File: src/design/lspc_pkg.sv
`default_nettype none
// ----------------------------------------------------------------------------
// LED strip pixel colour package
// Shared types, codes and colour helpers for the pixel colour pipeline.
// ----------------------------------------------------------------------------
package lspc_pkg;

    // Pattern codes held in the mode register
    localparam logic [2:0] MODE_FILL          = 3'd0;
    localparam logic [2:0] MODE_WIPE          = 3'd1;
    localparam logic [2:0] MODE_POLICE        = 3'd2;
    localparam logic [2:0] MODE_RAINBOW       = 3'd3;
    localparam logic [2:0] MODE_RAINBOW_CYCLE = 3'd4;
    localparam logic [2:0] MODE_CHASE         = 3'd5;
    localparam logic [2:0] MODE_CHASE_RAINBOW = 3'd6;
    // Spare code: every pixel stays dark
    localparam logic [2:0] MODE_UNUSED        = 3'd7;

    // Configuration register indexes
    localparam logic [1:0] CFG_PATTERN_MODE = 2'd0;
    localparam logic [1:0] CFG_PIXEL_COUNT  = 2'd1;
    localparam logic [1:0] CFG_BASE_COLOR   = 2'd2;

    // Field widths
    localparam int STEP_W  = 10;
    localparam int PHASE_W = 2;
    localparam int INDEX_W = 10;
    localparam int COUNT_W = 11;
    localparam int RGB_W   = 24;
    localparam int CHAN_W  = 8;

    // Pipelined divider shape: 8 quotient bits, 2 per stage
    localparam int QUO_W          = 8;
    localparam int BITS_PER_STAGE = 2;
    localparam int DIV_STAGES     = QUO_W / BITS_PER_STAGE;

    // Colour wheel constants
    localparam logic [7:0] WHEEL_THIRD      = 8'd85;
    localparam logic [7:0] WHEEL_TWO_THIRDS = 8'd170;
    localparam logic [7:0] CHAN_FULL        = 8'd255;

    localparam logic [RGB_W-1:0] RGB_RED  = 24'hFF0000;
    localparam logic [RGB_W-1:0] RGB_BLUE = 24'h0000FF;

    // Side information that travels beside the divider
    typedef struct packed {
        logic [7:0]       step_lo;
        logic             lit;
        logic             use_wheel;
        logic             use_div;
        logic [7:0]       wheel_pos;
        logic [RGB_W-1:0] rgb_fixed;
    } ctx_t;

    // 256-position wheel: red -> green -> blue -> red
    function automatic logic [RGB_W-1:0] wheel_color(input logic [7:0] pos);
        logic [7:0] w;
        logic [7:0] t;
        logic [9:0] m;
        logic [RGB_W-1:0] rgb;
        w = CHAN_FULL - pos;
        if (w < WHEEL_THIRD) begin
            t   = w;
            m   = 10'(t) * 10'd3;
            rgb = {CHAN_FULL - m[7:0], 8'd0, m[7:0]};
        end
        else if (w < WHEEL_TWO_THIRDS) begin
            t   = w - WHEEL_THIRD;
            m   = 10'(t) * 10'd3;
            rgb = {8'd0, m[7:0], CHAN_FULL - m[7:0]};
        end
        else begin
            t   = w - WHEEL_TWO_THIRDS;
            m   = 10'(t) * 10'd3;
            rgb = {m[7:0], CHAN_FULL - m[7:0], 8'd0};
        end
        return rgb;
    endfunction

    // Divisibility by three: base-4 digits each weigh 1 mod 3
    function automatic logic div_by_three(input logic [INDEX_W-1:0] v);
        logic [3:0] s1;
        logic [2:0] s2;
        s1 = 4'(v[1:0]) + 4'(v[3:2]) + 4'(v[5:4]) + 4'(v[7:6]) + 4'(v[9:8]);
        s2 = 3'(s1[1:0]) + 3'(s1[3:2]);
        return (s2 == 3'd0) || (s2 == 3'd3) || (s2 == 3'd6);
    endfunction

    // Value modulo 255: 256 weighs 1 mod 255
    function automatic logic [7:0] mod_255(input logic [10:0] v);
        logic [8:0] t;
        logic [8:0] r;
        t = 9'(v[10:8]) + 9'(v[7:0]);
        r = (t >= 9'(CHAN_FULL)) ? t - 9'(CHAN_FULL) : t;
        return r[7:0];
    endfunction

endpackage
`default_nettype wire

File: src/design/lspc_div_pipe.sv
`default_nettype none
// ----------------------------------------------------------------------------
// Pipelined restoring divider
// Gives floor(rem_in * 256 / divisor) for rem_in < divisor, two bits a stage.
// ----------------------------------------------------------------------------
module lspc_div_pipe (
    input  wire logic                          clk,
    input  wire logic                          rst_n,
    input  wire logic                          in_valid,
    input  wire logic [lspc_pkg::COUNT_W-1:0]  in_rem,
    input  wire lspc_pkg::ctx_t                in_ctx,
    input  wire logic [lspc_pkg::COUNT_W-1:0]  divisor,
    output logic                               out_valid,
    output logic [lspc_pkg::QUO_W-1:0]         out_quo,
    output lspc_pkg::ctx_t                     out_ctx
);

    localparam int NS = lspc_pkg::DIV_STAGES;
    localparam int CW = lspc_pkg::COUNT_W;
    localparam int QW = lspc_pkg::QUO_W;

    logic           valid_reg [NS];
    logic [CW-1:0]  rem_reg   [NS];
    logic [QW-1:0]  quo_reg   [NS];
    lspc_pkg::ctx_t ctx_reg   [NS];

    logic [CW-1:0]  rem_next  [NS];
    logic [QW-1:0]  quo_next  [NS];

    always_comb
    begin
        logic [CW:0]   r;
        logic [CW-1:0] rr;
        logic [QW-1:0] q;
        for (int s = 0; s < NS; s++) begin
            rr = (s == 0) ? in_rem : rem_reg[(s == 0) ? 0 : s - 1];
            q  = (s == 0) ? '0     : quo_reg[(s == 0) ? 0 : s - 1];
            for (int b = 0; b < lspc_pkg::BITS_PER_STAGE; b++) begin
                r = {rr, 1'b0};
                if (r >= {1'b0, divisor}) begin
                    r = r - {1'b0, divisor};
                    q = {q[QW-2:0], 1'b1};
                end
                else begin
                    q = {q[QW-2:0], 1'b0};
                end
                rr = r[CW-1:0];
            end
            rem_next[s] = rr;
            quo_next[s] = q;
        end
    end

    always_ff @(posedge clk or negedge rst_n)
    begin
        if (!rst_n) begin
            for (int s = 0; s < NS; s++) begin
                valid_reg[s] <= 1'b0;
            end
        end
        else begin
            valid_reg[0] <= in_valid;
            for (int s = 1; s < NS; s++) begin
                valid_reg[s] <= valid_reg[s-1];
            end
        end
    end

    always_ff @(posedge clk)
    begin
        rem_reg[0] <= rem_next[0];
        quo_reg[0] <= quo_next[0];
        ctx_reg[0] <= in_ctx;
        for (int s = 1; s < NS; s++) begin
            rem_reg[s] <= rem_next[s];
            quo_reg[s] <= quo_next[s];
            ctx_reg[s] <= ctx_reg[s-1];
        end
    end

    assign out_valid = valid_reg[NS-1];
    assign out_quo   = quo_reg[NS-1];
    assign out_ctx   = ctx_reg[NS-1];

endmodule
`default_nettype wire

File: src/design/led_strip_pattern_pixel_color_unit.sv
`default_nettype none
// ----------------------------------------------------------------------------
// LED strip pattern pixel colour unit
// Streams one pixel colour per clock for the configured strip pattern.
// ----------------------------------------------------------------------------
// Usage:
//   Input channel: present frame_step, sub_phase and pixel_index with start
//   high; the item is taken at any edge where start is high and busy is low.
//   busy never rises, so a new item can enter on every clock.
//   Result channel: red, green, blue and pixel_lit appear for one cycle with
//   done high, in the order the items were taken.
//   Throughput is one item per clock; latency is set by the input register,
//   the decode stage, four divider stages (two quotient bits each, for the
//   rainbow cycle position) and the wheel/select output register.
//   Configuration: cfg_valid/cfg_ready with cfg_index and cfg_data; ready is
//   always high. Write only while no item is in flight.
//   Reset: mode rainbow, 64 pixels, white base colour; pipeline emptied.
//   The receiver cannot stall, so nothing is held back on the output side.
// ----------------------------------------------------------------------------
module led_strip_pattern_pixel_color_unit #(
    parameter int MAX_PIXELS = 1024
) (
    input  wire logic                            clk,
    input  wire logic                            rst_n,
    // item input
    input  wire logic                            start,
    output logic                                 busy,
    input  wire logic [lspc_pkg::STEP_W-1:0]     frame_step,
    input  wire logic [lspc_pkg::PHASE_W-1:0]    sub_phase,
    input  wire logic [lspc_pkg::INDEX_W-1:0]    pixel_index,
    // result output
    output logic                                 done,
    output logic [lspc_pkg::CHAN_W-1:0]          red,
    output logic [lspc_pkg::CHAN_W-1:0]          green,
    output logic [lspc_pkg::CHAN_W-1:0]          blue,
    output logic                                 pixel_lit,
    // configuration write
    input  wire logic                            cfg_valid,
    output logic                                 cfg_ready,
    input  wire logic [1:0]                      cfg_index,
    input  wire logic [lspc_pkg::RGB_W-1:0]      cfg_data
);

    localparam int CW = lspc_pkg::COUNT_W;
    localparam int IW = lspc_pkg::INDEX_W;
    localparam int SW = lspc_pkg::STEP_W;
    localparam int PW = lspc_pkg::PHASE_W;
    localparam int RW = lspc_pkg::RGB_W;

    // ------------------------------------------------------------------
    // Configuration registers
    // ------------------------------------------------------------------
    logic [2:0]    mode_reg;
    logic [CW-1:0] count_reg;
    logic [RW-1:0] base_reg;

    assign cfg_ready = 1'b1;
    assign busy      = 1'b0;

    always_ff @(posedge clk or negedge rst_n)
    begin
        if (!rst_n) begin
            mode_reg  <= lspc_pkg::MODE_RAINBOW;
            count_reg <= CW'(64);
            base_reg  <= 24'hFFFFFF;
        end
        else if (cfg_valid && cfg_ready) begin
            case (cfg_index)
                lspc_pkg::CFG_PATTERN_MODE: mode_reg  <= cfg_data[2:0];
                lspc_pkg::CFG_PIXEL_COUNT:  count_reg <= cfg_data[CW-1:0];
                lspc_pkg::CFG_BASE_COLOR:   base_reg  <= cfg_data;
                default: ;
            endcase
        end
    end

    // Clamp the strip length to the largest supported strip
    logic [CW-1:0] count_eff;
    always_comb
    begin
        if (13'(count_reg) > 13'(MAX_PIXELS)) begin
            count_eff = CW'(MAX_PIXELS);
        end
        else begin
            count_eff = count_reg;
        end
    end

    // ------------------------------------------------------------------
    // Stage A: capture the item
    // ------------------------------------------------------------------
    logic          a_valid_reg;
    logic [SW-1:0] a_step_reg;
    logic [PW-1:0] a_phase_reg;
    logic [IW-1:0] a_index_reg;

    always_ff @(posedge clk or negedge rst_n)
    begin
        if (!rst_n) begin
            a_valid_reg <= 1'b0;
        end
        else begin
            a_valid_reg <= start && !busy;
        end
    end

    always_ff @(posedge clk)
    begin
        a_step_reg  <= frame_step;
        a_phase_reg <= sub_phase;
        a_index_reg <= pixel_index;
    end

    // ------------------------------------------------------------------
    // Stage B: decode the pattern, work out fixed colours, wheel positions
    // and the lit flag; seed the divider with the pixel index
    // ------------------------------------------------------------------
    lspc_pkg::ctx_t b_ctx_next;
    lspc_pkg::ctx_t b_ctx_reg;
    logic           b_valid_reg;
    logic [CW-1:0]  b_rem_reg;

    always_comb
    begin
        logic          in_range;
        logic          chase_hit;
        logic [IW-1:0] diff;
        logic [7:0]    pos_plain;
        logic [7:0]    pos_chase;
        in_range  = {1'b0, a_index_reg} < count_eff;
        diff      = a_index_reg - IW'(a_phase_reg);
        chase_hit = (a_index_reg >= IW'(a_phase_reg)) && lspc_pkg::div_by_three(diff);
        pos_plain = a_index_reg[7:0] + a_step_reg[7:0];
        pos_chase = lspc_pkg::mod_255(11'(diff) + 11'(a_step_reg));

        b_ctx_next.step_lo   = a_step_reg[7:0];
        b_ctx_next.lit       = 1'b0;
        b_ctx_next.use_wheel = 1'b0;
        b_ctx_next.use_div   = 1'b0;
        b_ctx_next.wheel_pos = pos_plain;
        b_ctx_next.rgb_fixed = '0;

        if (in_range) begin
            case (mode_reg)
                lspc_pkg::MODE_FILL:
                begin
                    b_ctx_next.lit       = 1'b1;
                    b_ctx_next.rgb_fixed = base_reg;
                end
                lspc_pkg::MODE_WIPE:
                begin
                    if (a_index_reg <= a_step_reg) begin
                        b_ctx_next.lit       = 1'b1;
                        b_ctx_next.rgb_fixed = base_reg;
                    end
                end
                lspc_pkg::MODE_POLICE:
                begin
                    b_ctx_next.lit       = 1'b1;
                    b_ctx_next.rgb_fixed = (a_index_reg[0] ^ a_phase_reg[0]) ?
                                           lspc_pkg::RGB_BLUE : lspc_pkg::RGB_RED;
                end
                lspc_pkg::MODE_RAINBOW:
                begin
                    b_ctx_next.lit       = 1'b1;
                    b_ctx_next.use_wheel = 1'b1;
                end
                lspc_pkg::MODE_RAINBOW_CYCLE:
                begin
                    b_ctx_next.lit       = 1'b1;
                    b_ctx_next.use_wheel = 1'b1;
                    b_ctx_next.use_div   = 1'b1;
                end
                lspc_pkg::MODE_CHASE:
                begin
                    if (chase_hit) begin
                        b_ctx_next.lit       = 1'b1;
                        b_ctx_next.rgb_fixed = base_reg;
                    end
                end
                lspc_pkg::MODE_CHASE_RAINBOW:
                begin
                    if (chase_hit) begin
                        b_ctx_next.lit       = 1'b1;
                        b_ctx_next.use_wheel = 1'b1;
                        b_ctx_next.wheel_pos = pos_chase;
                    end
                end
                default: ;
            endcase
        end
    end

    always_ff @(posedge clk or negedge rst_n)
    begin
        if (!rst_n) begin
            b_valid_reg <= 1'b0;
        end
        else begin
            b_valid_reg <= a_valid_reg;
        end
    end

    always_ff @(posedge clk)
    begin
        b_ctx_reg <= b_ctx_next;
        b_rem_reg <= CW'(a_index_reg);
    end

    // ------------------------------------------------------------------
    // Divider stages: index * 256 / count for the rainbow cycle spread
    // ------------------------------------------------------------------
    logic                         d_valid;
    logic [lspc_pkg::QUO_W-1:0]   d_quo;
    lspc_pkg::ctx_t               d_ctx;

    lspc_div_pipe u_div (
        .clk       (clk),
        .rst_n     (rst_n),
        .in_valid  (b_valid_reg),
        .in_rem    (b_rem_reg),
        .in_ctx    (b_ctx_reg),
        .divisor   (count_eff),
        .out_valid (d_valid),
        .out_quo   (d_quo),
        .out_ctx   (d_ctx)
    );

    // ------------------------------------------------------------------
    // Output stage: look up the wheel and select the final colour
    // ------------------------------------------------------------------
    logic [7:0]    w_pos;
    logic [RW-1:0] w_rgb_next;
    logic          out_valid_reg;
    logic [RW-1:0] out_rgb_reg;
    logic          out_lit_reg;

    always_comb
    begin
        w_pos      = d_ctx.use_div ? (d_quo + d_ctx.step_lo) : d_ctx.wheel_pos;
        w_rgb_next = d_ctx.use_wheel ? lspc_pkg::wheel_color(w_pos) : d_ctx.rgb_fixed;
    end

    always_ff @(posedge clk or negedge rst_n)
    begin
        if (!rst_n) begin
            out_valid_reg <= 1'b0;
        end
        else begin
            out_valid_reg <= d_valid;
        end
    end

    always_ff @(posedge clk)
    begin
        out_rgb_reg <= w_rgb_next;
        out_lit_reg <= d_ctx.lit;
    end

    assign done      = out_valid_reg;
    assign red       = out_rgb_reg[23:16];
    assign green     = out_rgb_reg[15:8];
    assign blue      = out_rgb_reg[7:0];
    assign pixel_lit = out_lit_reg;

    // ------------------------------------------------------------------
    // Assertions
    // ------------------------------------------------------------------
    a_done_follows_item: assert property (@(posedge clk) disable iff (!rst_n)
        done |-> $past(start && !busy, 7))
        else $error("result without an item seven edges earlier");

    a_unlit_is_black: assert property (@(posedge clk) disable iff (!rst_n)
        (done && !pixel_lit) |-> (red == 8'd0 && green == 8'd0 && blue == 8'd0))
        else $error("unlit pixel carries colour");

    a_police_colours: assert property (@(posedge clk) disable iff (!rst_n)
        (done && pixel_lit && mode_reg == lspc_pkg::MODE_POLICE) |->
        ((red == 8'hFF && green == 8'd0 && blue == 8'd0) ||
         (red == 8'd0 && green == 8'd0 && blue == 8'hFF)))
        else $error("police pattern gave a colour other than red or blue");

    a_unused_mode_dark: assert property (@(posedge clk) disable iff (!rst_n)
        (done && mode_reg == lspc_pkg::MODE_UNUSED) |-> !pixel_lit)
        else $error("unused pattern code lit a pixel");

endmodule
`default_nettype wire

File: config.mk
export PLATFORM = sky130hd
export DESIGN_NAME = led_strip_pattern_pixel_color_unit
export DESIGN_NICKNAME = d
export VERILOG_FILES = /design/src/design/lspc_pkg.sv /design/src/design/lspc_div_pipe.sv /design/src/design/led_strip_pattern_pixel_color_unit.sv
export SDC_FILE = /design/constraint.sdc
export NUM_CORES = 1
export LEC_CHECK = 0
export BUFFER_PORTS_ARGS = -buffer_cell sky130_fd_sc_hd__buf_2
export CELL_PAD_IN_SITES_DETAIL_PLACEMENT = 1
export CELL_PAD_IN_SITES_GLOBAL_PLACEMENT = 1
export CORE_ASPECT_RATIO = 1.4
export CORE_MARGIN = 10
export CORE_UTILIZATION = 49
export CTS_BUF_LIST = sky130_fd_sc_hd__clkbuf_16
export CTS_CLUSTER_SIZE = 16
export DETAILED_ROUTE_END_ITERATION = 6
export PLACE_DENSITY_LB_ADDON = 0.1
export SYNTH_ARGS = -nofsm -noshare
export SYNTH_HDL_FRONTEND = slang
export SYNTH_SLANG_ARGS = --single-unit
File: constraint.sdc
create_clock -name clk -period 6.65 [get_ports clk]
set_input_delay 0.9975 -clock clk [delete_from_list [all_inputs] [get_ports clk]]
set_output_delay 0.9975 -clock clk [all_outputs]
set_load 0.1 [all_outputs]
Yosys cells after proc, flatten, opt, wreduce, memory -nomap -nowiden
Memories as Yosys holds them, arrays and structs flattened.
Index checks and enable logic that the tools add are counted.
Widths: inputs -> output; s select.
{"block": "word_totals", "n_memories": 3, "input_bits": 52, "reg_bits": 145, "wordCells": 125, "mem_bits_rw": 248, "out_inout_bits": 28}
{"name": "u_div.ctx_reg", "depth": 4, "width": 43, "read_ports": 4, "rd_ports_with_merged_regs": 0, "write_ports": 4, "line": "lspc_div_pipe.sv:25", "source": "lspc_pkg::ctx_t ctx_reg [NS];"}
{"name": "u_div.rem_reg", "depth": 4, "width": 11, "read_ports": 3, "rd_ports_with_merged_regs": 0, "write_ports": 4, "line": "lspc_div_pipe.sv:23", "source": "logic [CW-1:0] rem_reg [NS];"}
{"name": "u_div.quo_reg", "depth": 4, "width": 8, "read_ports": 4, "rd_ports_with_merged_regs": 0, "write_ports": 4, "line": "lspc_div_pipe.sv:24", "source": "logic [QW-1:0] quo_reg [NS];"}
{"block": "classes", "n_eq_ne": 10, "n_mul": 3, "n_mux": 35, "order_cmp": 15, "n_addsub": 25, "n_reduce_logical": 11, "n_bitwise": 1}
{"operator": "$mux 24", "n": 6}
{"operator": "$mux 11", "n": 9}
{"operator": "$pmux 24 s4", "n": 1}
{"operator": "$sub 11x11->11", "n": 8}
{"operator": "$ge 12x11->1", "n": 7}
{"operator": "$mux 32", "n": 1}
{"operator": "$mux 8", "n": 4}
{"operator": "$sub 8x8->8 const A", "n": 4}
{"operator": "$mul 8x2->8 const B", "n": 3}
{"operator": "$add 8x8->8", "n": 2}
{"operator": "$sub 8x8->8 const B", "n": 2}
{"operator": "$eq 3x3->1 const B", "n": 4}
{"operator": "$add 10x10->11", "n": 1}
{"operator": "$ge 11x11->1", "n": 1}
{"operator": "$gt 11x11->1 const B", "n": 1}
{"operator": "$lt 10x11->1", "n": 1}
{"operator": "$mux 1", "n": 11}
{"operator": "$ge 10x2->1", "n": 1}
{"operator": "$le 10x10->1", "n": 1}
{"operator": "$sub 10x2->10", "n": 1}
{"operator": "$add 3x8->9", "n": 1}
{"operator": "$eq 3x2->1 const B", "n": 3}
{"operator": "$ge 9x8->1 const B", "n": 1}
{"operator": "$add 4x2->4", "n": 2}
{"operator": "19 further kinds", "n": 24}

Longest topological paths before layout
Gate-level depths: netlist of the first run.
{"block": "depth", "word_depth": 13, "mapped_depth": 24, "depth_no_buf": 23}

By module
Synthesis of the first run repeated with hierarchy kept, for this count alone.
{"block": "hier_totals", "cells_unflattened": 1673, "area_unflattened_um2": 17405.4}
{"module": "lspc_div_pipe", "cells_per_inst": 822, "n_inst": 1, "area_per_inst_um2": 9102.5, "seq_area_each_um2": 4604.4}
{"module": "led_strip_pattern_pixel_color_unit", "cells_per_inst": 851, "n_inst": 1, "area_per_inst_um2": 8303.0, "seq_area_each_um2": 3061.7}

Worst setup path after synthesis of the first run
OpenSTA, ideal clock, no wires.
{"block": "synth_timing", "path_kind": "reg-to-reg", "startpoint": "register count_reg[10]", "endpoint": "memory u_div.rem_reg[2][2] (netlist name)", "required_ns": 6.529, "setup_time_ns": 0.121, "slack_ns": 1.255, "stages_incl_launch_ff": 23, "period_less_slack_ns": 5.395, "n_path_buf": 3, "t_arrival_ns": 5.274, "path_cell_list": "dfrtp_1 > inv_1 > clkbuf_1 > nand2_1 > ha_1 > nor2b_1 > o21ai_0 > a21boi_0 > o41ai_1 > o21ai_0 > a21oi_1 > buf_2 > mux2_2 > ha_1 > a21oi_1 > nor2b_1 > o21a_1 > o21ai_0 > o31ai_1 > o31a_1 > a2111oi_4 > buf_4 > mux2_2"}
{"element": "from (decl)", "line": "led_strip_pattern_pixel_color_unit.sv:54", "source": "logic [CW-1:0] count_reg;"}
{"element": "from (signal assigned)", "line": "led_strip_pattern_pixel_color_unit.sv:70", "source": "lspc_pkg::CFG_PIXEL_COUNT: count_reg <= cfg_data[CW-1:0];"}
{"element": "to (decl)", "line": "lspc_div_pipe.sv:23"}

==> results of run 1 <==
==> layout by cell type (no fill, tap or decap), types with 18 or more instances in the layout <==
cell                        instances
sky130_fd_sc_hd__a211oi_1          18
sky130_fd_sc_hd__nand2_1           82
sky130_fd_sc_hd__buf_4             24
sky130_fd_sc_hd__o21ai_0           68
sky130_fd_sc_hd__nor2b_1           18
sky130_fd_sc_hd__nor2_1            95
sky130_fd_sc_hd__xnor2_1           62
sky130_fd_sc_hd__mux2_2            89
sky130_fd_sc_hd__fa_1              18
sky130_fd_sc_hd__nand3_1           29
sky130_fd_sc_hd__xor2_1            39
sky130_fd_sc_hd__buf_2             77
sky130_fd_sc_hd__ha_1             166
sky130_fd_sc_hd__a21o_1            33
sky130_fd_sc_hd__dfrtp_1           18
sky130_fd_sc_hd__clkbuf_16         36
sky130_fd_sc_hd__dfstp_2           27
sky130_fd_sc_hd__dfxtp_1          325
sky130_fd_sc_hd__o21a_1            19
sky130_fd_sc_hd__nor3_1            27
sky130_fd_sc_hd__inv_1            106
sky130_fd_sc_hd__nand4_1           19
sky130_fd_sc_hd__a21oi_1          100
==> path summary, 6_finish.rpt <==
check	from	endpoint	cells after the start
worst max-delay path	count_reg[10]$_DFFE_PN0P_	u_div.rem_reg[2][1]$_DFF_P_	23
worst min-delay path	b_ctx_reg[16]$_SDFF_PP0_	u_div.ctx_reg[0][16]$_DFF_P_	0
worst max register to register	count_reg[10]$_DFFE_PN0P_	u_div.rem_reg[2][1]$_DFF_P_	23
worst min register to register	b_ctx_reg[16]$_SDFF_PP0_	u_div.ctx_reg[0][16]$_DFF_P_	0
max in group asynchronous	rst_n	count_reg[5]$_DFFE_PN0P_	1
min in group asynchronous	rst_n	done$_DFF_PN0_	1
==> final cells by class <==
cell class / count / area [um2] / area share
inverter: 102 / 383 / 0.0200
multi-input combinational: 1115 / 8780 / 0.459
timing repair buffer: 101 / 566 / 0.0296
tap: 451 / 564 / 0.0295
clock inverter: 27 / 256 / 0.0134
clock buffer: 36 / 901 / 0.0471
sequential: 370 / 7670 / 0.401
==> worst register-to-register path: stages (launching register included) <==
cell                        delay, ps
sky130_fd_sc_hd__dfrtp_1          430
sky130_fd_sc_hd__inv_1            370
sky130_fd_sc_hd__buf_4            220
sky130_fd_sc_hd__nand2_1           70
sky130_fd_sc_hd__inv_1            210
sky130_fd_sc_hd__fa_1             270
sky130_fd_sc_hd__nor2b_1           60
sky130_fd_sc_hd__o21ai_0          200
sky130_fd_sc_hd__a21boi_0         190
sky130_fd_sc_hd__o41ai_1          440
sky130_fd_sc_hd__o21ai_0          240
sky130_fd_sc_hd__a21oi_1          240
sky130_fd_sc_hd__buf_4            190
sky130_fd_sc_hd__mux2_2           350
sky130_fd_sc_hd__ha_1             340
sky130_fd_sc_hd__a21oi_1          210
sky130_fd_sc_hd__nor2b_1           80
sky130_fd_sc_hd__o21a_1           170
sky130_fd_sc_hd__o21ai_0          160
sky130_fd_sc_hd__o31ai_1          140
sky130_fd_sc_hd__o31a_1           300
sky130_fd_sc_hd__a2111oi_4        270
sky130_fd_sc_hd__buf_4            260
sky130_fd_sc_hd__mux2_2           370
==> stage by stage <==
step / setup slack (ps) / util
floorplan: 1250 / -
global placement: 1010 / 0.526
detailed placement: 832 / 0.526
CTS: 769 / 0.560
global route: 341 / 0.560
finish: 748 / 0.560
==> kinds of logic after synthesis <==
| logic type | after synthesis |
|---|---|
| and+or+nand+nor | 361 |
| other | 2 |
| xor gates and xnor gates | 102 |
| buffers and inverters | 135 |
| muxes | 106 |
| AOI/OAI and AO/OA | 360 |
| DFF | 370 |
| adders and majority gates | 184 |
==> layer usage <==
metal  up-vias  track usage
li1       5952            -
met1      6062        0.214
met2       202        0.435
met3       113       0.0301
met4         0        0.118
met5         -            0
==> reports/metrics.cfg, run 1 <==
[outcome]
run_status=finished clean

[cts]
cts_inserted_buffers=36
tritoncts=built
clock_sink_count=370
clk_pin_slew_ps=70
cts.repair.resized=0
cts.hold.buffers_added=0
post-cts-setup-buffer-count=0
ctsRootBufferMaster=sky130_fd_sc_hd__clkbuf_16
htreeDepth=2
max-clock-path-buffers=3
clock_latency_at_the_later_pin_of_the_worst_skew_pair_ps=540

[placed_design]
dp.cells=2139
post-dp-hpwl_um=35800
placed_cell_area_um2=18000
place_congestion=0.884
numPortBuffers=77

[global_routing]
grt_antenna_before_repair=0
wire_length_of_the_first_global_routing_pass_um=73900
grtUsageTotal=0.221
grt_start_max_net_pins=46
first_global_vias=13700
globalRouteOverflowTotal=0

[logic_synthesis]
synth_top_flop_cell=sky130_fd_sc_hd__dfxtp_1
syn_area_per_cell_um2=10.5
netlist_top_cells_area=sky130_fd_sc_hd__dfxtp_1 (38%), sky130_fd_sc_hd__ha_1 (12%), sky130_fd_sc_hd__mux2_2 (5.9%)
synthMostInstantiatedCell=sky130_fd_sc_hd__dfxtp_1
synth_simple_gate_area_frac=0.107
synth.lib_cells_used.distinct=86
yosys_warnings=0
synth_enable_flop_cells=0
syn-instance-count=1620
cell_type_contributing_the_most_total_cell_area_after_synthesis=sky130_fd_sc_hd__dfxtp_1
post_synth_most_frequent_cells=sky130_fd_sc_hd__dfxtp_1 (325), sky130_fd_sc_hd__ha_1 (166), sky130_fd_sc_hd__a21oi_1 (100), sky130_fd_sc_hd__inv_1 (100), sky130_fd_sc_hd__nor2_1 (95)
yosys.area_share.adder=0.143
postSynthNetCount=1856
synth.mux.area_fraction=0.0713
synth_top_cell_area_share=0.383
synth_seq_cells=370
synth_sequential_area_ratio=0.451
main_combinational_cell_family_by_area_after_synthesis=adder cells
synth_compound_gate_area_share=0.142
async_reset_ff_frac=0.122
syn-cell-area_um2=17000
xor_xnor_cell_area_share_of_the_yosys_netlist=0.0530

[worst_setup_path]
startpoint_type_of_the_worst_setup_path=flop
rrSetupSlack_ps=750
endpoint_class_of_the_critical_path=flop
worstPathCellList=inv_1, buf_4, nand2_1, inv_1, fa_1, nor2b_1, o21ai_0, a21boi_0, o41ai_1, o21ai_0, a21oi_1, buf_4, mux2_2, ha_1, a21oi_1, nor2b_1, o21a_1, o21ai_0, o31ai_1, o31a_1, a2111oi_4, buf_4, mux2_2
cp_slowest_cell=sky130_fd_sc_hd__o41ai_1
cp_data_arrival_time_ps=6330
cp.required_ps=7080
critical_path.max_fanout=12
cpPeakStageDelay_ps=440
timing_worst_setup_path_type=flop to flop
path_delay_family=compound AO/OA/AOI/OAI gates
critical_path_buf_inv_count=5

[cells_and_area]
drive_gt1_frac=0.170
fillerInstances=3735
largest_register_ffs=172
finalNetCount=1962
final_cell_count_no_fill=2202
area.growth.synth_to_final_pct=12.5
design_area_um2=19100
number_of_antenna_cells_inserted=0

[routing]
detailed_routing_iterations_pass_1=4
routed_via_density=5.60
drtIter0Drc=491
remaining_drcs=0
detail_route.wirelength.met1_um=17400
maxUsedRoutingLayer=met4
detailroute.via_count=12300
final_antenna_net_count=0
met2RoutedLength_um=26000
routed_wire_length_per_instance_um=21.5
wl_met3_um=1420
detailed_route_wl_um=47200

[die]
core_region_area_um2=34100
floorplan.rows=80
start_util=0.498
die_footprint_um2=42600
total_i_o_pin_count=80
die_height_um=240
die_w_um=177

[sta]
unrepaired_setup_endpoints_after_global_routing=false
number_of_max_slew_violations_in_the_final_report=0
layout_worst_path_cycle_share=0.888
relSlewSlack=0.304
final-hold-violation-count=0
max_freq_mhz=169
final.setup_skew_ps=17.8
worst_margin_pin_slew_ps=1040
period_minus_slack_ps=5900
setup_viol=0
finalHoldWorstSlack_ps=322
sum_neg_setup_slack_ps=0

[job]
max-cap-violations=0

[worst_hold_path]
hold_class=flop to flop

Power of run 1 is not shown: default switching activity piles up to over one toggle a cycle in this logic, so the estimate is an artifact.
==> run 2, diff against run 1 <==
- CORE_MARGIN: 10 -> default
==> run 2 against run 1 <==
Design area barely moved. Die area down 17%. Clock skew rose by 1.2 ps. Non-clock buffer count shrank 2. Fmax decreased by 3.0%. Utilization grew 0.051 points. First-iteration DRC count increased by 18%. Highest routed layer unchanged.
==> reports/metrics.cfg, run 2 (synthesis results as in run 1) <==
[outcome]
run_status=finished clean

[cts]
clock_latency_at_the_later_pin_of_the_worst_skew_pair_ps=530  ; about the same
clk_pin_slew_ps=60  ; about the same
cts.hold.buffers_added=0  ; unchanged
ctsRootBufferMaster=sky130_fd_sc_hd__clkbuf_16
clock_sink_count=370  ; unchanged
max-clock-path-buffers=3  ; unchanged
htreeDepth=2  ; unchanged
cts_inserted_buffers=35  ; -2.8%
tritoncts=built

[global_routing]
wire_length_of_the_first_global_routing_pass_um=72500  ; -1.8%
first_global_vias=13500  ; -1.4%
grt_antenna_before_repair=0  ; unchanged
global_route.usage.met2=0.519  ; +0.0838
grtUsageTotal=0.261  ; +0.0405
m1_gr_usage=0.271  ; +0.0567
grt-busiest-layer=met2
globalRouteOverflowTotal=0  ; unchanged
grt_start_max_net_pins=46  ; unchanged
met3_usage_grt=0.0274  ; -0.00271

[sta]
max_freq_mhz=164  ; -3.0%
unrepaired_setup_endpoints_after_global_routing=false
relSlewSlack=0.291  ; -0.0134
layout_worst_path_cycle_share=0.915  ; +0.0277
sum_neg_setup_slack_ps=0  ; unchanged
setup_viol=0  ; unchanged
worst_margin_pin_slew_ps=1060  ; +20.1 ps
final-hold-violation-count=0  ; unchanged
number_of_max_slew_violations_in_the_final_report=0  ; unchanged
final.setup_skew_ps=19.0  ; +1.17 ps
period_minus_slack_ps=6090  ; +184 ps

[job]
max-cap-violations=0  ; unchanged

[routing]
detailroute.via_count=12100  ; -1.6%
final_antenna_net_count=0  ; unchanged
detailed_routing_iterations_pass_1=6  ; +2
detailed_route_wl_um=45300  ; -4.2%
routed_wire_length_per_instance_um=20.6  ; -4.2%
drtIter0Drc=578  ; +18%
routed_via_density=5.51  ; -1.5%
remaining_drcs=0  ; unchanged

[worst_setup_path]
cp_data_arrival_time_ps=6500  ; +170 ps
cp.required_ps=7060  ; -20 ps
endpoint_class_of_the_critical_path=flop
startpoint_type_of_the_worst_setup_path=flop
worst_r2r_path_depth=23  ; unchanged
timing_worst_setup_path_type=flop to flop
critical_path.max_fanout=12  ; unchanged

[cells_and_area]
drive_gt1_frac=0.170  ; +0.000668
area.growth.synth_to_final_pct=12.6  ; about the same
number_of_antenna_cells_inserted=0  ; unchanged
most_common_cell_after_layout_fill_and_taps_aside=sky130_fd_sc_hd__dfxtp_1
finalNetCount=1959  ; -0.15%
largest_register_ffs=172  ; unchanged
layout.cells.most_common_list=sky130_fd_sc_hd__dfxtp_1 (325), sky130_fd_sc_hd__ha_1 (166), sky130_fd_sc_hd__inv_1 (105)

[worst_hold_path]
hold-path-cell-count=0  ; unchanged
hold_class=flop to flop

[placed_design]
post-dp-hpwl_um=34600  ; -3.3%
place_congestion=0.868  ; -1.8%
numPortBuffers=77  ; unchanged

[die]
total_i_o_pin_count=80  ; unchanged
core_region_area_um2=34100  ; unchanged
start_util=0.498  ; unchanged
die_w_um=159  ; -10%
die_footprint_um2=35400  ; -17%
die_height_um=222  ; -7.5%
floorplan.rows=80  ; unchanged

-- run 2: path summary, 6_finish.rpt --
path | startpoint | endpoint | slack (ps)
worst max-delay path | count_reg[10]$_DFFE_PN0P_ | u_div.rem_reg[2][5]$_DFF_P_ | 560
min in group asynchronous | rst_n | a_valid_reg$_DFF_PN0_ | 670
worst min register to register | u_div.ctx_reg[0][42]$_DFF_P_ | u_div.ctx_reg[1][42]$_DFF_P_ | 320
worst min-delay path | u_div.ctx_reg[0][42]$_DFF_P_ | u_div.ctx_reg[1][42]$_DFF_P_ | 320
max in group asynchronous | rst_n | count_reg[9]$_DFFE_PN0P_ | 5330
worst max register to register | count_reg[10]$_DFFE_PN0P_ | u_div.rem_reg[2][5]$_DFF_P_ | 560
-- run 2: worst max-delay path: stages, from the launching register on --
cell	delay [ps]
sky130_fd_sc_hd__dfrtp_1	460
sky130_fd_sc_hd__clkinvlp_4	220
sky130_fd_sc_hd__buf_4	170
sky130_fd_sc_hd__nand2_1	70
sky130_fd_sc_hd__inv_1	200
sky130_fd_sc_hd__fa_1	260
sky130_fd_sc_hd__nor2b_1	60
sky130_fd_sc_hd__o21ai_0	380
sky130_fd_sc_hd__a21boi_0	280
sky130_fd_sc_hd__o41ai_1	420
sky130_fd_sc_hd__o21ai_0	230
sky130_fd_sc_hd__a21oi_1	270
sky130_fd_sc_hd__buf_4	200
sky130_fd_sc_hd__mux2_2	360
sky130_fd_sc_hd__ha_1	340
sky130_fd_sc_hd__a21oi_1	210
sky130_fd_sc_hd__nor2b_1	90
sky130_fd_sc_hd__o21a_1	170
sky130_fd_sc_hd__o21ai_0	170
sky130_fd_sc_hd__o31ai_1	140
sky130_fd_sc_hd__o31a_1	320
sky130_fd_sc_hd__a2111oi_4	300
sky130_fd_sc_hd__buf_4	270
sky130_fd_sc_hd__mux2_2	360
-- run 2: stage by stage --
step                 util  std cells  cell area, um2  worst slack (ps)  hold slack, ps
floorplan               -       1620           17000              1250             310
global placement    0.526       2137           17900              1040             310
finish              0.561       2201           19100               564             318
CTS                 0.561       2201           19100               578             322
global route        0.561       2201           19100              99.8             326
detailed placement  0.526       2137           17900               884             313
-- run 2: final cells by class --
type / count / area (um2)
flip-flops and latches: 370 / 7670
clock inverters: 28 / 285
clock buffers: 36 / 901
inverters: 102 / 387
fillers: 3709 / 15000
multi-input cells: 1115 / 8780
well taps: 451 / 564
repair buffers: 99 / 551
-- run 2: layer usage --
metal / wire, um / share of wire
met1: 17400 / 0.38
met4: 1960 / 0.043
met5: 0 / 0
met3: 971 / 0.021
met2: 25000 / 0.55
-- run 2: timing repair --
| action | 4_1_cts | 5_1_grt |
|---|---|---|
| resized for setup | 0 | 1 |
| setup buffers | 0 | 0 |
| endpoints found under the hold margin | 0 | 0 |
| endpoints found under the setup margin | 0 | 10 |
Power of run 2 is left out for the same reason.
==> run 3, diff against run 2 <==
- CORE_UTILIZATION: 49 -> 35
==> run 3 against run 2 <==
Die area grew 40%. Via count shrank 1.0%. Global-route usage shrank 6.9 points. Clock skew grew 5.1 ps. Count of clock-buffer cells in the layout grew 2. Setup slack gained 68 ps. Non-clock buffer count grew 6. Utilization shrank 15 points. Design area grew 2.0%. First-iteration DRC count shrank 31%. Wire length grew 4.1%. Register-to-register slack gained 70 ps.
==> reports/metrics.cfg, run 3 (synthesis results as in run 1) <==
[cells_and_area]
fillerInstances=5327  ; +44%
drive_gt1_frac=0.175  ; +0.00508
layout.cells.most_common_list=sky130_fd_sc_hd__dfxtp_1 (325), sky130_fd_sc_hd__ha_1 (166), sky130_fd_sc_hd__inv_1 (107)
number_of_antenna_cells_inserted=0  ; unchanged
utilization=0.406  ; -0.154
largest_register_ffs=172  ; unchanged
most_common_cell_after_layout_fill_and_taps_aside=sky130_fd_sc_hd__dfxtp_1
finalNetCount=1968  ; +0.46%
area.growth.synth_to_final_pct=14.9

[sta]
relSlewSlack=0.294  ; +0.00289
sum_neg_setup_slack_ps=0  ; unchanged
number_of_max_slew_violations_in_the_final_report=0  ; unchanged
max_freq_mhz=166  ; +1.1%
unrepaired_setup_endpoints_after_global_routing=false
worst_margin_pin_slew_ps=1050  ; -11.4 ps
final.setup_skew_ps=24.1  ; +5.11 ps
layout_worst_path_cycle_share=0.905  ; -0.0102
period_minus_slack_ps=6020  ; -67.8 ps
setup_viol=0  ; unchanged
final-hold-violation-count=0  ; unchanged

[placed_design]
post-dp-hpwl_um=36700  ; +6.0%
numPortBuffers=77  ; unchanged
place_congestion=0.835  ; -3.9%

[cts]
clock_latency_at_the_later_pin_of_the_worst_skew_pair_ps=560  ; +30 ps
max-clock-path-buffers=3  ; unchanged
cts.hold.buffers_added=0  ; unchanged
cts_inserted_buffers=38  ; +8.6%
tritoncts=built
post-cts-setup-buffer-count=0  ; unchanged
htreeDepth=2  ; unchanged
ctsRootBufferMaster=sky130_fd_sc_hd__clkbuf_16
clock_sink_count=370  ; unchanged
cts.repair.resized=0  ; unchanged
clk_pin_slew_ps=60  ; about the same

[routing]
remaining_drcs=0  ; unchanged
final_antenna_net_count=0  ; unchanged
routed_wire_length_per_instance_um=19.7  ; -4.2%
detailroute.via_count=12000  ; -1.0%
routed_via_density=5.02  ; -8.9%
detailed_route_wl_um=47100  ; +4.1%
drtIter0Drc=400  ; -31%
detailed_routing_iterations_pass_1=4  ; -2

[die]
core_region_area_um2=48000  ; +41%
total_i_o_pin_count=80  ; unchanged
floorplan.rows=95  ; +19%
die_height_um=263  ; +18%
start_util=0.354  ; -0.144
die_w_um=188  ; +18%
die_footprint_um2=49400  ; +40%

[worst_setup_path]
cpPeakStageDelay_ps=430  ; -30 ps
startpoint_type_of_the_worst_setup_path=flop
path_delay_family=compound AO/OA/AOI/OAI gates
worstPathCellList=inv_1, buf_4, nand2_1, inv_1, fa_1, nor2b_1, o21ai_0, a21boi_0, o41ai_1, o21ai_0, a21oi_1, buf_4, mux2_2, ha_1, a21oi_1, nor2b_1, o21a_1, o21ai_0, o31ai_1, o31a_1, a2111oi_4, buf_4, mux2_2
cp_slowest_cell=sky130_fd_sc_hd__dfrtp_1
critical_path.max_fanout=10  ; -2
critical_path_buf_inv_count=5  ; unchanged
cp_data_arrival_time_ps=6450  ; -50 ps
timing_worst_setup_path_type=flop to flop
cp.required_ps=7080  ; +20 ps
endpoint_class_of_the_critical_path=flop

[worst_hold_path]
hold_class=flop to flop

[global_routing]
grtUsageTotal=0.193  ; -0.0686
grt_antenna_before_repair=2  ; +2
grt_start_max_net_pins=46  ; unchanged
first_global_vias=12900  ; -4.3%
globalRouteOverflowTotal=0  ; unchanged
wire_length_of_the_first_global_routing_pass_um=72900  ; +0.55%

[outcome]
run_status=finished clean

[job]
max-cap-violations=0  ; unchanged

[run 3: cell types whose count changed in the layout (fill, tap and decap cells not counted), moves of 2 or more]
cell / before / now
sky130_fd_sc_hd__inv_1: 105 / 107
sky130_fd_sc_hd__clkinv_4: 1 / 3
sky130_fd_sc_hd__buf_4: 22 / 28
sky130_fd_sc_hd__clkbuf_16: 36 / 38
sky130_fd_sc_hd__clkinv_2: 5 / 2
[run 3: stage by stage]
step / area (um2) / hold WS (ps) / std cells / setup slack, ps
finish: 19500 / 310 / 2392 / 631
floorplan: 17000 / 310 / 1620 / 1250
global route: 19500 / 316 / 2392 / 85.2
CTS: 19500 / 304 / 2392 / 580
global placement: 18200 / 310 / 2322 / 823
detailed placement: 18200 / 313 / 2322 / 590
[run 3: final timing paths]
path | startpoint | to | slack, ps | cells after the start
hold / removal | u_div.ctx_reg[1][11]$_DFF_P_ | u_div.ctx_reg[2][11]$_DFF_P_ | 310 | 0
hold reg to reg | u_div.ctx_reg[1][11]$_DFF_P_ | u_div.ctx_reg[2][11]$_DFF_P_ | 310 | 0
min in group asynchronous | rst_n | done$_DFF_PN0_ | 520 | 2
setup / recovery | count_reg[10]$_DFFE_PN0P_ | u_div.rem_reg[2][6]$_DFF_P_ | 630 | 23
setup reg to reg | count_reg[10]$_DFFE_PN0P_ | u_div.rem_reg[2][6]$_DFF_P_ | 630 | 23
max in group asynchronous | rst_n | count_reg[8]$_DFFE_PN0P_ | 5720 | 2
[run 3: per-layer routing]
layer  GRT usage  wire [um]  vias up
li1            -          -     5967
met4      0.0982       2360        4
met3      0.0252       1280       87
met5           0         23        -
met1       0.209      18800     5782
met2       0.360      24600      170
[run 3: area by class of cell]
type                       instances  area, um2  area share
timing repair buffer             105        596      0.0305
sequential                       370       7670       0.393
tap                              630        788      0.0404
clock inverter                    32        348      0.0178
inverter                         102        383      0.0196
multi-input combinational       1115       8790       0.450
clock buffer                      38        951      0.0487
Power of run 3 is left out for the same reason.
